--- src/slrp_pkg.sv ---
`default_nettype none

package slrp_pkg;

  localparam int unsigned DATA_W = 8;
  localparam int unsigned IP_W = 32;
  localparam int unsigned PORT_W = 16;
  localparam int unsigned REC_W = IP_W + PORT_W;
  localparam int unsigned CODE_W = 3;
  localparam int unsigned OUT_TDATA_W = 56;
  localparam int unsigned OUT_TUSER_W = 3;
  localparam int unsigned NAME_CNT = 3;
  localparam int unsigned NAME_MAX_W = 8 * 18;

  localparam logic [DATA_W-1:0] BYTE_FF = 8'hFF;
  localparam logic [DATA_W-1:0] BYTE_BSLASH = 8'h5C;
  localparam logic [DATA_W-1:0] BYTE_SPACE = 8'h20;
  localparam logic [DATA_W-1:0] BYTE_NEWLINE = 8'h0A;
  localparam logic [REC_W-1:0] REC_EOT = 48'h0000_0045_4F54;

  localparam logic [2:0] HDR_DONE_COUNT = 3'd4;
  localparam logic [2:0] REC_FULL_COUNT = 3'd6;
  localparam logic [2:0] REC_EOT_COUNT = 3'd3;
  localparam logic [4:0] NAME_POS_MAX = 5'd31;

  // Known response names, right aligned, first character in the high byte.
  localparam int unsigned NAME_LIST = 0;
  localparam int unsigned NAME_STATUS = 1;
  localparam int unsigned NAME_INFO = 2;
  localparam logic [NAME_MAX_W-1:0] NAME_STR [NAME_CNT] = '{
    NAME_MAX_W'("getserversResponse"),
    NAME_MAX_W'("statusResponse"),
    NAME_MAX_W'("infoResponse")
  };
  localparam logic [4:0] NAME_LEN [NAME_CNT] = '{5'd18, 5'd14, 5'd12};

  typedef enum logic [2:0] {
    PH_HEADER,
    PH_NAME,
    PH_SKIP,
    PH_RECORD,
    PH_DONE
  } phase_t;

  typedef enum logic [CODE_W-1:0] {
    ST_EOT,
    ST_AFTER_RECORD,
    ST_NO_BACKSLASH,
    ST_SHORT_RECORD,
    ST_BAD_SEP,
    ST_UNKNOWN_NAME,
    ST_UNDECODED
  } status_t;

  typedef struct packed {
    logic [NAME_CNT-1:0] flags;
    logic [4:0] pos;
    logic delim;
    logic hit_list;
    logic hit_other;
  } nm_res_t;

  typedef struct packed {
    logic record_valid;
    logic [IP_W-1:0] server_ip;
    logic [PORT_W-1:0] server_port;
    logic status_valid;
    logic [CODE_W-1:0] status_code;
    logic header_ok;
  } result_t;

  // Character of a known name at a position; caller checks pos < len.
  function automatic logic [DATA_W-1:0] name_char(input logic [NAME_MAX_W-1:0] str,
                                                  input logic [4:0] len,
                                                  input logic [4:0] pos);
    logic [4:0] idx;
    logic [NAME_MAX_W-1:0] sh;
    idx = (pos < len) ? (len - 5'd1 - pos) : 5'd0;
    sh = str >> {idx, 3'b000};
    return sh[DATA_W-1:0];
  endfunction

endpackage

`default_nettype wire

--- src/slrp_name_match.sv ---
`default_nettype none

module slrp_name_match import slrp_pkg::*; (
  input  wire logic [DATA_W-1:0]   data_byte,
  input  wire logic [NAME_CNT-1:0] flags_in,
  input  wire logic [4:0]          pos_in,
  output nm_res_t                  res
);

  logic                delim;
  logic [NAME_CNT-1:0] miss;

  assign delim = (data_byte == BYTE_BSLASH) || (data_byte == BYTE_SPACE) ||
                 (data_byte == BYTE_NEWLINE);

  always_comb begin
    for (int k = 0; k < NAME_CNT; k++) begin
      miss[k] = (pos_in >= NAME_LEN[k]) ||
                (name_char(NAME_STR[k], NAME_LEN[k], pos_in) != data_byte);
    end
  end

  always_comb begin
    res.delim = delim;
    if (delim) begin
      res.flags = flags_in;
      res.pos = pos_in;
    end else begin
      res.flags = flags_in & ~miss;
      res.pos = (pos_in < NAME_POS_MAX) ? pos_in + 5'd1 : pos_in;
    end
    res.hit_list = res.flags[NAME_LIST] && (res.pos == NAME_LEN[NAME_LIST]);
    res.hit_other = (res.flags[NAME_STATUS] && (res.pos == NAME_LEN[NAME_STATUS])) ||
                    (res.flags[NAME_INFO] && (res.pos == NAME_LEN[NAME_INFO]));
  end

endmodule

`default_nettype wire

--- src/slrp_out_reg.sv ---
`default_nettype none

module slrp_out_reg import slrp_pkg::*; (
  input  wire logic                   clk,
  input  wire logic                   rst_n,
  input  wire logic                   load,
  input  wire result_t                res,
  output      logic                   free,
  input  wire logic                   out_tready,
  output      logic                   out_tvalid,
  output      logic [OUT_TDATA_W-1:0] out_tdata,
  output      logic [OUT_TUSER_W-1:0] out_tuser
);

  logic    valid_r;
  result_t res_r;

  // Take a new result when empty or when the held one leaves this cycle.
  assign free = !valid_r || out_tready;

  always_ff @(posedge clk) begin
    if (!rst_n) begin
      valid_r <= 1'b0;
    end else if (load) begin
      valid_r <= 1'b1;
    end else if (out_tready) begin
      valid_r <= 1'b0;
    end
  end

  always_ff @(posedge clk) begin
    if (load) begin
      res_r <= res;
    end
  end

  assign out_tvalid = valid_r;
  assign out_tdata = {5'b0, res_r.status_code, res_r.server_port, res_r.server_ip};
  assign out_tuser = {res_r.header_ok, res_r.status_valid, res_r.record_valid};

endmodule

`default_nettype wire

--- src/server_list_response_parser.sv ---
`default_nettype none

// Server-list response parser. Feed one datagram a byte per beat on the in_
// channel, with in_tlast on its final byte. An optional four-byte 0xFF header
// is stripped, the response name is matched against getserversResponse,
// statusResponse and infoResponse, and for a server list every six-byte record
// (four address bytes, big-endian port) is delivered as one out_ beat when its
// separator byte arrives. Each datagram also ends in exactly one status beat
// (possibly merged with the last record's beat); bytes after the status are
// dropped until in_tlast, and every in_tlast rearms the parser. Throughput is
// one byte per clock: the whole per-byte step is combinational compares and
// a 48-bit shift between the parser state registers and the output register,
// so in_tready drops only while a result sits in the output register and
// out_tready is low.
module server_list_response_parser import slrp_pkg::*; (
  input  wire logic                   clk,
  input  wire logic                   rst_n,
  input  wire logic                   in_tvalid,
  output      logic                   in_tready,
  input  wire logic [DATA_W-1:0]      in_tdata,   // [7:0] data_byte
  input  wire logic                   in_tlast,   // last_byte
  output      logic                   out_tvalid,
  input  wire logic                   out_tready,
  output      logic [OUT_TDATA_W-1:0] out_tdata,  // [31:0] server_ip, [47:32] server_port,
                                                  // [50:48] status_code, [55:51] zero
  output      logic [OUT_TUSER_W-1:0] out_tuser   // [0] record_valid, [1] status_valid,
                                                  // [2] header_ok
);

  phase_t              phase_r, phase_nxt;
  logic [2:0]          hdr_cnt_r, hdr_cnt_nxt;
  logic                hdr_seen_r, hdr_seen_nxt;
  logic [4:0]          name_pos_r, name_pos_nxt;
  logic [NAME_CNT-1:0] name_flags_r, name_flags_nxt;
  logic [2:0]          rec_cnt_r, rec_cnt_nxt;
  logic [REC_W-1:0]    rec_bytes_r, rec_bytes_nxt;

  logic                accept;
  logic                out_free;
  logic                name_beat;
  logic [NAME_CNT-1:0] nm_flags_in;
  logic [4:0]          nm_pos_in;
  nm_res_t             nm;
  result_t             res;
  logic [2:0]          hdr_inc;
  logic [2:0]          rec_inc;
  logic [REC_W-1:0]    rec_shift;

  assign in_tready = out_free;
  assign accept = in_tvalid && in_tready;

  assign hdr_inc = hdr_cnt_r + 3'd1;
  assign rec_inc = rec_cnt_r + 3'd1;
  assign rec_shift = {rec_bytes_r[REC_W-DATA_W-1:0], in_tdata};

  // A broken header starts the name at the first byte; any 0xFF seen before
  // it counts as name bytes, which rules out every known name.
  always_comb begin
    if (phase_r == PH_HEADER) begin
      nm_flags_in = (hdr_cnt_r != 3'd0) ? '0 : '1;
      nm_pos_in = {2'b00, hdr_cnt_r};
    end else begin
      nm_flags_in = name_flags_r;
      nm_pos_in = name_pos_r;
    end
  end

  slrp_name_match u_name (
    .data_byte (in_tdata),
    .flags_in  (nm_flags_in),
    .pos_in    (nm_pos_in),
    .res       (nm)
  );

  // Per-byte step: next parser state and the beat's result.
  always_comb begin
    phase_nxt = phase_r;
    hdr_cnt_nxt = hdr_cnt_r;
    hdr_seen_nxt = hdr_seen_r;
    name_pos_nxt = name_pos_r;
    name_flags_nxt = name_flags_r;
    rec_cnt_nxt = rec_cnt_r;
    rec_bytes_nxt = rec_bytes_r;
    name_beat = 1'b0;
    res = '0;
    res.header_ok = hdr_seen_r;

    unique case (phase_r)
      PH_HEADER: begin
        if (in_tdata == BYTE_FF) begin
          hdr_cnt_nxt = hdr_inc;
          if (hdr_inc >= HDR_DONE_COUNT) begin
            hdr_seen_nxt = 1'b1;
            res.header_ok = 1'b1;
            phase_nxt = PH_NAME;
            name_pos_nxt = '0;
            name_flags_nxt = '1;
          end
          if (in_tlast) begin
            res.status_valid = 1'b1;
            res.status_code = ST_UNKNOWN_NAME;
          end
        end else begin
          hdr_seen_nxt = 1'b0;
          res.header_ok = 1'b0;
          phase_nxt = PH_NAME;
          name_beat = 1'b1;
        end
      end
      PH_NAME: begin
        name_beat = 1'b1;
      end
      PH_SKIP: begin
        if (in_tdata == BYTE_BSLASH && !in_tlast) begin
          phase_nxt = PH_RECORD;
          rec_cnt_nxt = '0;
          rec_bytes_nxt = '0;
        end else if (in_tlast) begin
          res.status_valid = 1'b1;
          res.status_code = ST_NO_BACKSLASH;
        end
      end
      PH_RECORD: begin
        if (rec_cnt_r < REC_FULL_COUNT) begin
          rec_bytes_nxt = rec_shift;
          rec_cnt_nxt = rec_inc;
          if (rec_inc == REC_EOT_COUNT && rec_shift == REC_EOT) begin
            res.status_valid = 1'b1;
            res.status_code = ST_EOT;
            phase_nxt = PH_DONE;
          end else if (in_tlast) begin
            res.status_valid = 1'b1;
            res.status_code = ST_SHORT_RECORD;
          end
        end else begin
          // Separator beat: the record goes out whatever the byte is.
          res.record_valid = 1'b1;
          res.server_ip = rec_bytes_r[REC_W-1:PORT_W];
          res.server_port = rec_bytes_r[PORT_W-1:0];
          if (in_tdata != BYTE_BSLASH) begin
            res.status_valid = 1'b1;
            res.status_code = ST_BAD_SEP;
            phase_nxt = PH_DONE;
          end else if (in_tlast) begin
            res.status_valid = 1'b1;
            res.status_code = ST_AFTER_RECORD;
          end else begin
            rec_cnt_nxt = '0;
            rec_bytes_nxt = '0;
          end
        end
      end
      default: begin
        // Done: drop bytes until the end of the datagram.
      end
    endcase

    if (name_beat) begin
      name_flags_nxt = nm.flags;
      name_pos_nxt = nm.pos;
      if (nm.delim || in_tlast) begin
        priority if (nm.hit_list) begin
          if (in_tlast) begin
            res.status_valid = 1'b1;
            res.status_code = ST_NO_BACKSLASH;
          end else if (in_tdata == BYTE_BSLASH) begin
            phase_nxt = PH_RECORD;
            rec_cnt_nxt = '0;
            rec_bytes_nxt = '0;
          end else begin
            phase_nxt = PH_SKIP;
          end
        end else if (nm.hit_other) begin
          res.status_valid = 1'b1;
          res.status_code = ST_UNDECODED;
          phase_nxt = PH_DONE;
        end else begin
          res.status_valid = 1'b1;
          res.status_code = ST_UNKNOWN_NAME;
          phase_nxt = PH_DONE;
        end
      end
    end

    // Rearm for the next datagram.
    if (in_tlast) begin
      phase_nxt = PH_HEADER;
      hdr_cnt_nxt = '0;
      hdr_seen_nxt = 1'b0;
      name_pos_nxt = '0;
      name_flags_nxt = '1;
      rec_cnt_nxt = '0;
      rec_bytes_nxt = '0;
    end
  end

  // Hold parser state between accepted beats.
  always_ff @(posedge clk) begin
    if (!rst_n) begin
      phase_r <= PH_HEADER;
      hdr_cnt_r <= '0;
      hdr_seen_r <= 1'b0;
      name_pos_r <= '0;
      name_flags_r <= '1;
      rec_cnt_r <= '0;
      rec_bytes_r <= '0;
    end else if (accept) begin
      phase_r <= phase_nxt;
      hdr_cnt_r <= hdr_cnt_nxt;
      hdr_seen_r <= hdr_seen_nxt;
      name_pos_r <= name_pos_nxt;
      name_flags_r <= name_flags_nxt;
      rec_cnt_r <= rec_cnt_nxt;
      rec_bytes_r <= rec_bytes_nxt;
    end
  end

  slrp_out_reg u_out (
    .clk        (clk),
    .rst_n      (rst_n),
    .load       (accept && (res.record_valid || res.status_valid)),
    .res        (res),
    .free       (out_free),
    .out_tready (out_tready),
    .out_tvalid (out_tvalid),
    .out_tdata  (out_tdata),
    .out_tuser  (out_tuser)
  );

endmodule

`default_nettype wire

--- config.mk ---
export PLATFORM = sky130hd
export DESIGN_NAME = server_list_response_parser
export DESIGN_NICKNAME = d
export VERILOG_FILES = /design/src/slrp_pkg.sv /design/src/slrp_name_match.sv /design/src/slrp_out_reg.sv /design/src/server_list_response_parser.sv
export SDC_FILE = /design/constraint.sdc
export NUM_CORES = 1
export LEC_CHECK = 0
export BUFFER_PORTS_ARGS = -buffer_cell sky130_fd_sc_hd__buf_2
export CORE_ASPECT_RATIO = 1.4
export CORE_MARGIN = 1
export CORE_UTILIZATION = 55
export DETAILED_ROUTE_END_ITERATION = 8
export HOLD_SLACK_MARGIN = 0.05
export PLACE_DENSITY = 0.8
export SETUP_SLACK_MARGIN = 0.3
export SLEW_MARGIN = 15
export SYNTH_ARGS = -nofsm -noshare
export SYNTH_HDL_FRONTEND = slang
export SYNTH_SLANG_ARGS = --single-unit
--- constraint.sdc ---
create_clock -name clk -period 8.1 [get_ports clk]
set_input_delay 1.62 -clock clk [delete_from_list [all_inputs] [get_ports clk]]
set_output_delay 1.62 -clock clk [all_outputs]
set_load 0.05 [all_outputs]
# Yosys cells after proc, flatten, opt, wreduce, memory -nomap -nowiden
# Index checks and enable logic that the tools add are counted.
totals:
  register_bits: 121
  inputBits: 13
  out_inout_bits: 61
op_classes:
  order_cmp: 9
  n_reduce_logical: 29
  shifts: 3
  addsub: 6
  muxes: 76
  bitwise: 3
  n_eq_ne: 16
ops:
  columns: ["operator", "count"]
  rows:
  - ["$mux 48", 8]
  - ["$shr 143x8->8 const A", 1]
  - ["$shr 111x8->8 const A", 1]
  - ["$mux 49", 2]
  - ["$pmux 48 s2", 1]
  - ["$shr 95x8->8 const A", 1]
  - ["$mux 3", 28]
  - ["$mux 4", 13]
  - ["$mux 5", 10]
  - ["$eq 48x23->1 const B", 1]
  - ["$ne 8x8->1", 3]
  - ["$pmux 4 s3", 1]
  - ["$reduce_bool 3->1", 4]
  - ["$eq 5x4->1 const B", 2]
  - ["$ge 5x4->1 const B", 2]
  - ["$lt 5x4->1 const B", 2]
  - ["$lt 5x5->1 const B", 2]
  - ["$sub 4x5->5 const A", 2]
  - ["$eq 3x2->1 const B", 3]
  - ["$logic_or 1x1->1", 9]
  - ["$pmux 3 s3", 1]
  - ["$eq 8x4->1 const B", 1]
  - ["$eq 8x6->1 const B", 1]
  - ["$eq 8x7->1 const B", 1]
  - ["25 further kinds", 42]

# Logic depth before layout (Yosys ltp)
# Gate-level depths: netlist (run 1).
depth:
  ltp_word: 20
  mapped_depth: 20
  mapped_depth_nobuf: 17

# By module
# A second synthesis (run 1) with hierarchy kept.
hier_totals:
  cells_unflattened: 688
  area_unflattened_um2: 6864.1
modules_own_cells:
  columns: ["mod", "instances", "cells_each", "area_each_um2"]
  rows:
  - ["server_list_response_parser", 1, 339, 3184.3]
  - ["slrp_name_match", 1, 285, 1968.1]
  - ["slrp_out_reg", 1, 64, 1711.6]

# Worst setup path after synthesis (run 1)
# OpenSTA, ideal clock, no wires.
synth_path:
  path_kind: "flip-flop to flip-flop"
  startpoint: "reg phase_r[1]"
  endpoint: "reg u_out.res_r, in the netlist u_out.out_tdata[0], enable pin"
  setup_ps: 498
  stages_incl_launch_ff: 20
  setup_slack_ps: 810
  arrival_ps: 6792
  synth_period_minus_slack_ps: 7290
  required_time_ps: 7602
  path_buffers: 3
  cell_sequence: "dfxtp_1 > buf_4 > clkbuf_1 > nor3_1 > o21ai_0 > inv_1 > ha_1 > clkbuf_1 > nor2b_1 > nor2_1 > nor2_1 > inv_1 > ha_1 > mux2_4 > nor2_1 > or4b_1 > o311a_1 > o41ai_2 > a21o_4 > a31oi_1"
synth_between:
  elab_chain_cells: 16
synth_lines:
  columns: ["element", "line", "rtl"]
  rows:
  - ["start: declaration", "server_list_response_parser.sv:30", "phase_t phase_r, phase_nxt;"]
  - ["start signal: assignment", "server_list_response_parser.sv:208", "phase_r <= phase_nxt;"]
  - ["$logic_not 3->1", "server_list_response_parser.sv:59, server_list_response_parser.sv:88", null]
  - ["$mux 5", "server_list_response_parser.sv:59", "if (phase_r == PH_HEADER) begin"]
  - ["$sub 5x5->5 / $lt 5x5->1 (equally long branches)", "slrp_pkg.sv:78", "idx = (pos < len) ? (len - 5'd1 - pos) : 5'd0;"]
  - ["$mux 5", "slrp_pkg.sv:78", null]
  - ["$shr 143x8->8", "slrp_pkg.sv:79", "sh = str >> {idx, 3'b000};"]
  - ["$ne 8x8->1", "slrp_name_match.sv:19", "(name_char(NAME_STR[k], NAME_LEN[k], pos_in) != data_byte);"]
  - ["$logic_or 1x1->1", "slrp_name_match.sv:18", "miss[k] = (pos_in >= NAME_LEN[k]) ||"]
  - ["$not 3->3", "slrp_name_match.sv:29", "res.flags = flags_in & ~miss;"]
  - ["$and 3x3->3", "slrp_name_match.sv:29", null]
  - ["$mux 8", "slrp_name_match.sv:25", "if (delim) begin"]
  - ["$logic_and 1x1->1", "slrp_name_match.sv:32", "res.hit_list = res.flags[NAME_LIST] && (res.pos == NAME_LEN[NAME_LIST]);"]
  - ["$mux 4", "server_list_response_parser.sv:162", "priority if (nm.hit_list) begin"]
  - ["$mux 4", "server_list_response_parser.sv:161", "if (nm.delim || in_tlast) begin"]
  - ["$mux 4", "server_list_response_parser.sv:158", "if (name_beat) begin"]
  - ["$logic_or 1x1->1 *", "server_list_response_parser.sv:221", ".load (accept && (res.record_valid || res.status_valid)),"]
  - ["$logic_and 1x1->1 *", "server_list_response_parser.sv:221", null]
  - ["named net u_out.load", "slrp_out_reg.sv:6", "input wire logic load,"]
  - ["end signal: assignment", "slrp_out_reg.sv:33", "res_r <= res;"]
  - ["end: declaration", "slrp_out_reg.sv:16", "result_t res_r;"]
# Mark *: on every way through the listed nets, which the timed path passes. The rest lies on a longest branch.
# A chain may end at the register's enable or synchronous reset.

# Final worst setup path (run 1)
layout_path:
  startpoint: "reg phase_r[0]"
  endpoint: "reg u_out.res_r, in the netlist u_out.out_tdata[33], enable pin"
# The elaborated chain is that of the path after synthesis.

==> impl_metrics.ini, run 1 <==
[clock_tree]
htreeDepth = 4
cts.sinks = 121
clk_pin_slew_ns = 0.06
cts_setup_buffers = 0
cts_tree = built
cts_buffers = 17
clock_path_buffers = 2
clock-root-buffer = clkbuf_16
hold_buffers = 0
clk_latency_ns = 0.41
ctsResizeCount = 0

[synth]
synth_top_family_by_area = compound AO/OA/AOI/OAI gates
synthArstFlopShare_pct = 0
yosysWarnings = 0
synth_fa_ha_area_share_pct = 5.21
syn_area_per_cell_um2 = 9.75
yosysUniqueCellTypes = 75
yosys.area_share.simple_pct = 19.9
synth_area_um2 = 6730
synth_compound_area_share_pct = 20.9
synth-xor-area-share_pct = 2.21
syn-instance-count = 690
ys_ff_latch = 121
synth_top_area_share_pct = 24.1
synthMuxAreaShare_pct = 2.59
ys.flop_type = dfxtp_1
synth_edf_count = 54
seq_area_frac_synth_pct = 44.0
netlist_top_cells_area = edfxtp_1 (24%), dfxtp_1 (20%), a22o_1 (6.4%), and2_1 (5.4%), ha_1 (5.2%)
synth_area_leader_cell = edfxtp_1

[sta]
setup_tns_ns = 0
slew_violations = 0
fin_skew_ns = 0.00866
hold_violations = 0
fmax_mhz = 178
worst_pin_slew_ns = 1.13
post-route-period-util_pct = 69.5
finalSetupViolations = 0
rsz0062_at_grt = false
fin_crit_ns = 5.63
fin_hold_ws_ns = 0.480
slew_headroom_pct = 23.8

[place]
place_congestion = 1.01
dpl_cell_area_um2 = 7100
numPortBuffers = 68
hpwl_um = 12000

[critical_path]
cp.required_ns = 8.17
crit_arrival_ns = 5.70
crit_path_max_incr_delay_ns = 0.80
critical_path.max_fanout = 54
crit_top_cell = nor2_1
cp_cell_sequence = nor3_1 > buf_4 > o21ai_0 > inv_1 > ha_1 > nor2b_1 > nor2_1 > nor2_1 > inv_1 > ha_1 > mux2_4 > nor2_1 > or4b_1 > o311a_1 > o41ai_2 > a21o_4 > a31oi_4 > buf_4
cp-start-kind = register
end_kind = register
cp_num_buf_inv = 4
cp_top_family = compound AO/OA/AOI/OAI gates
worst-setup-path-type = reg2reg
slowest_stage = dfxtp_1

[outcome]
status = completed

[routing]
wirelength_um = 17300
drc = 0
via_per_inst = 6.32
drt_iter0_drc = 347
antenna_left = 0
wl_per_cell_um = 19.3
drtPass1Iterations = 5
vias = 5671

[floorplan]
ios = 74
die_w_um = 95.5
start_util_pct = 56.6
rows = 47
die_h_um = 133
coreArea_um2 = 11900
fp.dieArea_um2 = 12700

[run]
maxCapViolations = 0

[pwr]
power.leakage_nw = 3.19
peakVddDrop_mv = 0.140
p_total_mw = 1.61
powerDensity_nw_per_um2 = 208

[final_layout]
mostFrequentLayoutCell = buf_2
design_area_um2 = 7750
final_core_util_pct = 65.2
antenna_cells = 0
mostFrequentLayoutCells = buf_2 (68), dfxtp_1 (67), and2_1 (58), edfxtp_1 (54), a22o_1 (49)
syn_to_final_growth_pct = 15.2
nets = 779
drive_gt1_share_pct = 16.0
fillerInstances = 938

[min_path]
hold_path.class = reg2reg

[global_routing]
grt_pass1_wl_um = 27300
overflow = 0
grt_max_degree = 55
gr-usage-all-layers_pct = 28.3
grt_pass1_vias = 5429
antenna_found_initial = 0
registers in the layout, indices dropped and copies added (netlist names):
signal	count
hdr_seen_r	1
u_out.out_tdata	51
u_out.out_tvalid	1
rec_bytes_r	48
u_out.out_tuser	3
phase_r	3
name_pos_r	5
rec_cnt_r	3
name_flags_r	3
hdr_cnt_r	3
synthesized netlist by cell type (4+ instances only):
cell and number:
nor4_1 11, nor2b_1 15, a311oi_1 6, buf_1 4
xnor2_1 7, clkbuf_1 29, and3_1 4, edfxtp_1 54
dfxtp_1 67, o21ai_0 27, a221oi_1 6, mux2i_1 11
xor2_1 10, a22oi_1 9, nand3_1 13, a22o_1 49
nor4b_1 6, and2_1 58, inv_1 32, a31oi_1 8
buf_4 7, a211oi_1 6, buf_2 7, or2_2 4
nor2_1 45, nor3_1 22, nand2_1 28, a21oi_1 27
ha_1 28, nand2b_1 5, o31ai_1 6, nand4_1 12
power by group:
group,internal (mW),switching (mW)
sequential,0.655,0.00779
clock,0.515,0.277
combinational,0.0342,0.118
total,1.20,0.403
cell families after synthesis:
family / after synthesis
AO/OA/AOI/OAI: 186
XOR/XNOR: 17
adder cells (fa/ha/maj): 28
buffers and inverters: 80
flip-flops: 121
multiplexers: 16
other: 1
AND/OR/NAND/NOR: 241
path summary, 6_finish.rpt:
path / start / slack (ns) / to / depth (start not counted)
worst max-delay path: phase_r[0]$_SDFFE_PN0P_ / 2.47 / u_out.out_tdata[33]$_SDFFCE_PN0P_ / 18
worst min-delay path: rec_bytes_r[42]$_SDFFE_PN0P_ / 0.48 / rec_bytes_r[42]$_SDFFE_PN0P_ / 1
worst max register to register: phase_r[0]$_SDFFE_PN0P_ / 2.47 / u_out.out_tdata[33]$_SDFFCE_PN0P_ / 18
worst min register to register: rec_bytes_r[42]$_SDFFE_PN0P_ / 0.48 / rec_bytes_r[42]$_SDFFE_PN0P_ / 1
cell type report:
cell class              count  area [µm²]  share of cell area [%]
clock inverters            14         195                    2.52
well taps                 147         184                    2.37
clock buffers              17         425                    5.49
inverters                  32         120                    1.55
multi-input cells         493        3460                    44.7
flip-flops and latches    121        2960                    38.2
repair buffers             73         398                    5.14
worst reg2reg max path, stage by stage, from the launching register on:
cell and delay, ns:
dfxtp_1 0.80, nor3_1 0.10, buf_4 0.22, o21ai_0 0.44, inv_1 0.22, ha_1 0.38
nor2b_1 0.23, nor2_1 0.23, nor2_1 0.13, inv_1 0.12, ha_1 0.25, mux2_4 0.17
nor2_1 0.05, or4b_1 0.50, o311a_1 0.14, o41ai_2 0.56, a21o_4 0.26, a31oi_4 0.09
buf_4 0.33
metrics by stage:
step                      std cells  worst slack (ns)
final                           897              2.47
after floorplan                 694             0.810
after global placement          865              2.76
after detailed placement        865              2.58
after global routing            897              2.14
after CTS                       896              2.55
per-layer routing:
metal | GRT usage [%] | up-vias | wire [µm]
met2 | 49.3 | 241 | 9250
met1 | 31.6 | 2713 | 6270
met5 | 0 | - | 0
met3 | 5.06 | 59 | 936
met4 | 15.9 | 0 | 879
li1 | - | 2658 | -
Note: power is estimated with default switching activity, not from simulation.
==> inputs of run 2 (changes only) <==
Clock period 8.1 ns to 5.4 ns, I/O delays scaled along.
==> run 2 against run 1 <==
Flip-flop and latch count is the same. Highest routed layer unchanged. Final cell count grew 1.2%. Die area is the same. Clock power grew 45%. Design area grew 1.0%. Wire length grew 0.43%. Global-route usage shrank 0.40 points. Hold slack lost 0.0092 ns. Critical path depth shrank 1.
==> impl_metrics.ini, run 2 (synthesized netlist as in run 1, its figures left out) <==
[outcome]
status = completed

[sta]
fmax_mhz = 209
post-route-period-util_pct = 88.8
finalWorstSetupSlack_ns = 0.606
hold_violations = 0
fin_skew_ns = 0.0127
worst_pin_slew_ns = 1.05
setup_tns_ns = 0
fin_hold_ws_ns = 0.470
slew_violations = 0
rsz0062_at_grt = false
fin_crit_ns = 4.79
slew_headroom_pct = 29.7
finalSetupViolations = 0

[pwr]
p_total_mw = 2.38
powerDensity_nw_per_um2 = 304
peakVddDrop_mv = 0.210
power.leakage_nw = 3.24

[global_routing]
gr-usage-all-layers_pct = 27.9
grt_pass1_wl_um = 27100
grt_pass1_vias = 5528
grt_max_degree = 55
antenna_found_initial = 0
overflow = 0

[final_layout]
antenna_cells = 0
syn_to_final_growth_pct = 16.4
design_area_um2 = 7830
mostFrequentLayoutCell = buf_2
mostFrequentLayoutCells = buf_2 (68), dfxtp_1 (67), and2_1 (58), edfxtp_1 (54), a22o_1 (49)
final_cells = 908
drive_gt1_share_pct = 17.7
final_core_util_pct = 65.9
nets = 789
largest_reg_flops = 51

[min_path]
min_from = rec_bytes_r[44]$_SDFFE_PN0P_
hold_end = rec_bytes_r[44]$_SDFFE_PN0P_
whs_path_depth = 1
hold_path.class = reg2reg

[clock_tree]
clk_latency_ns = 0.41
clock-root-buffer = clkbuf_16
cts.sinks = 121
htreeDepth = 4
cts_tree = built
hold_buffers = 0
clk_pin_slew_ns = 0.05
cts_buffers = 17
clock_path_buffers = 2
cts_setup_buffers = 0

[critical_path]
r2r_setup_slack_ns = 0.61
crit_path_max_incr_delay_ns = 0.68
cp_top_family = simple AND/OR/NAND/NOR gates
slowest_stage = or4b_2
cp.required_ns = 5.53
critical_path.max_fanout = 54
end_kind = register
crit_arrival_ns = 4.93
r2r-start = hdr_cnt_r[2]$_SDFFE_PN0P_
cp_cell_sequence = or4b_2 > o21ai_2 > inv_1 > ha_2 > nor2b_1 > nor2_2 > nor2_1 > inv_1 > ha_1 > mux2_4 > nor2_1 > or4b_1 > o311a_1 > o41ai_4 > a21o_4 > a31oi_4 > buf_12
worst-setup-path-type = reg2reg
ff2ff_path_depth = 17
cp_num_buf_inv = 3
r2r-end = u_out.out_tdata[39]$_SDFFCE_PN0P_
cp-start-kind = register

[floorplan]
start_util_pct = 56.6
fp.dieArea_um2 = 12700
ios = 74
rows = 47
die_h_um = 133
coreArea_um2 = 11900
die_w_um = 95.5

[place]
numPortBuffers = 68
dpl_cell_area_um2 = 7200
hpwl_um = 12100
dp.cells = 876
place_ws_ns = 0.238
place_congestion = 0.946

[routing]
wirelength_um = 17400
via_per_inst = 6.39
vias = 5801
wl_per_cell_um = 19.2
drtPass1Iterations = 5
drt_iter0_drc = 466
antenna_left = 0
drc = 0

[run]
maxCapViolations = 0
## run 2: power by group
part	switching, mW	internal [mW]
registers	0.00682	0.982
clock network	0.414	0.741
logic	0.186	0.0525
## run 2: final cells by class
cell class | count | area [µm²]
repair buffers | 83 | 465
multi-input cells | 493 | 3490
inverters | 32 | 120
well taps | 147 | 184
flip-flops and latches | 121 | 2960
clock buffers | 19 | 443
fillers | 934 | 4050
clock inverters | 13 | 166
## run 2: how the worst max path moves through the flow
stage	startpoint	to	slack, ns	cells past startpoint
final	hdr_cnt_r[2]$_SDFFE_PN0P_	u_out.out_tdata[39]$_SDFFCE_PN0P_	0.61	17
after global placement	hdr_cnt_r[2]$_SDFFE_PN0P_	u_out.out_tdata[36]$_SDFFCE_PN0P_	0.42	17
after global routing	hdr_cnt_r[2]$_SDFFE_PN0P_	u_out.out_tdata[38]$_SDFFCE_PN0P_	0.38	17
after CTS	hdr_cnt_r[2]$_SDFFE_PN0P_	u_out.out_tdata[36]$_SDFFCE_PN0P_	0.36	17
after detailed placement	hdr_cnt_r[2]$_SDFFE_PN0P_	u_out.out_tdata[36]$_SDFFCE_PN0P_	0.24	17
after floorplan	phase_r[2]$_SDFFE_PN0P_	u_out.out_tdata[0]$_SDFFCE_PN0P_	0.36	19
## run 2: what timing repair did
item / CTS / global route
cloned: 0 / 0
gates resized for setup: 2 / 3
endpoints found under the setup margin: 55 / 56
## run 2: per-layer routing
| metal | vias up | wire, µm | global-route usage (%) |
|---|---|---|---|
| met5 | - | 0 | 0 |
| li1 | 2682 | - | - |
| met1 | 2764 | 6410 | 30.7 |
| met2 | 283 | 8960 | 48.7 |
| met3 | 72 | 1120 | 4.66 |
| met4 | 0 | 931 | 17.1 |
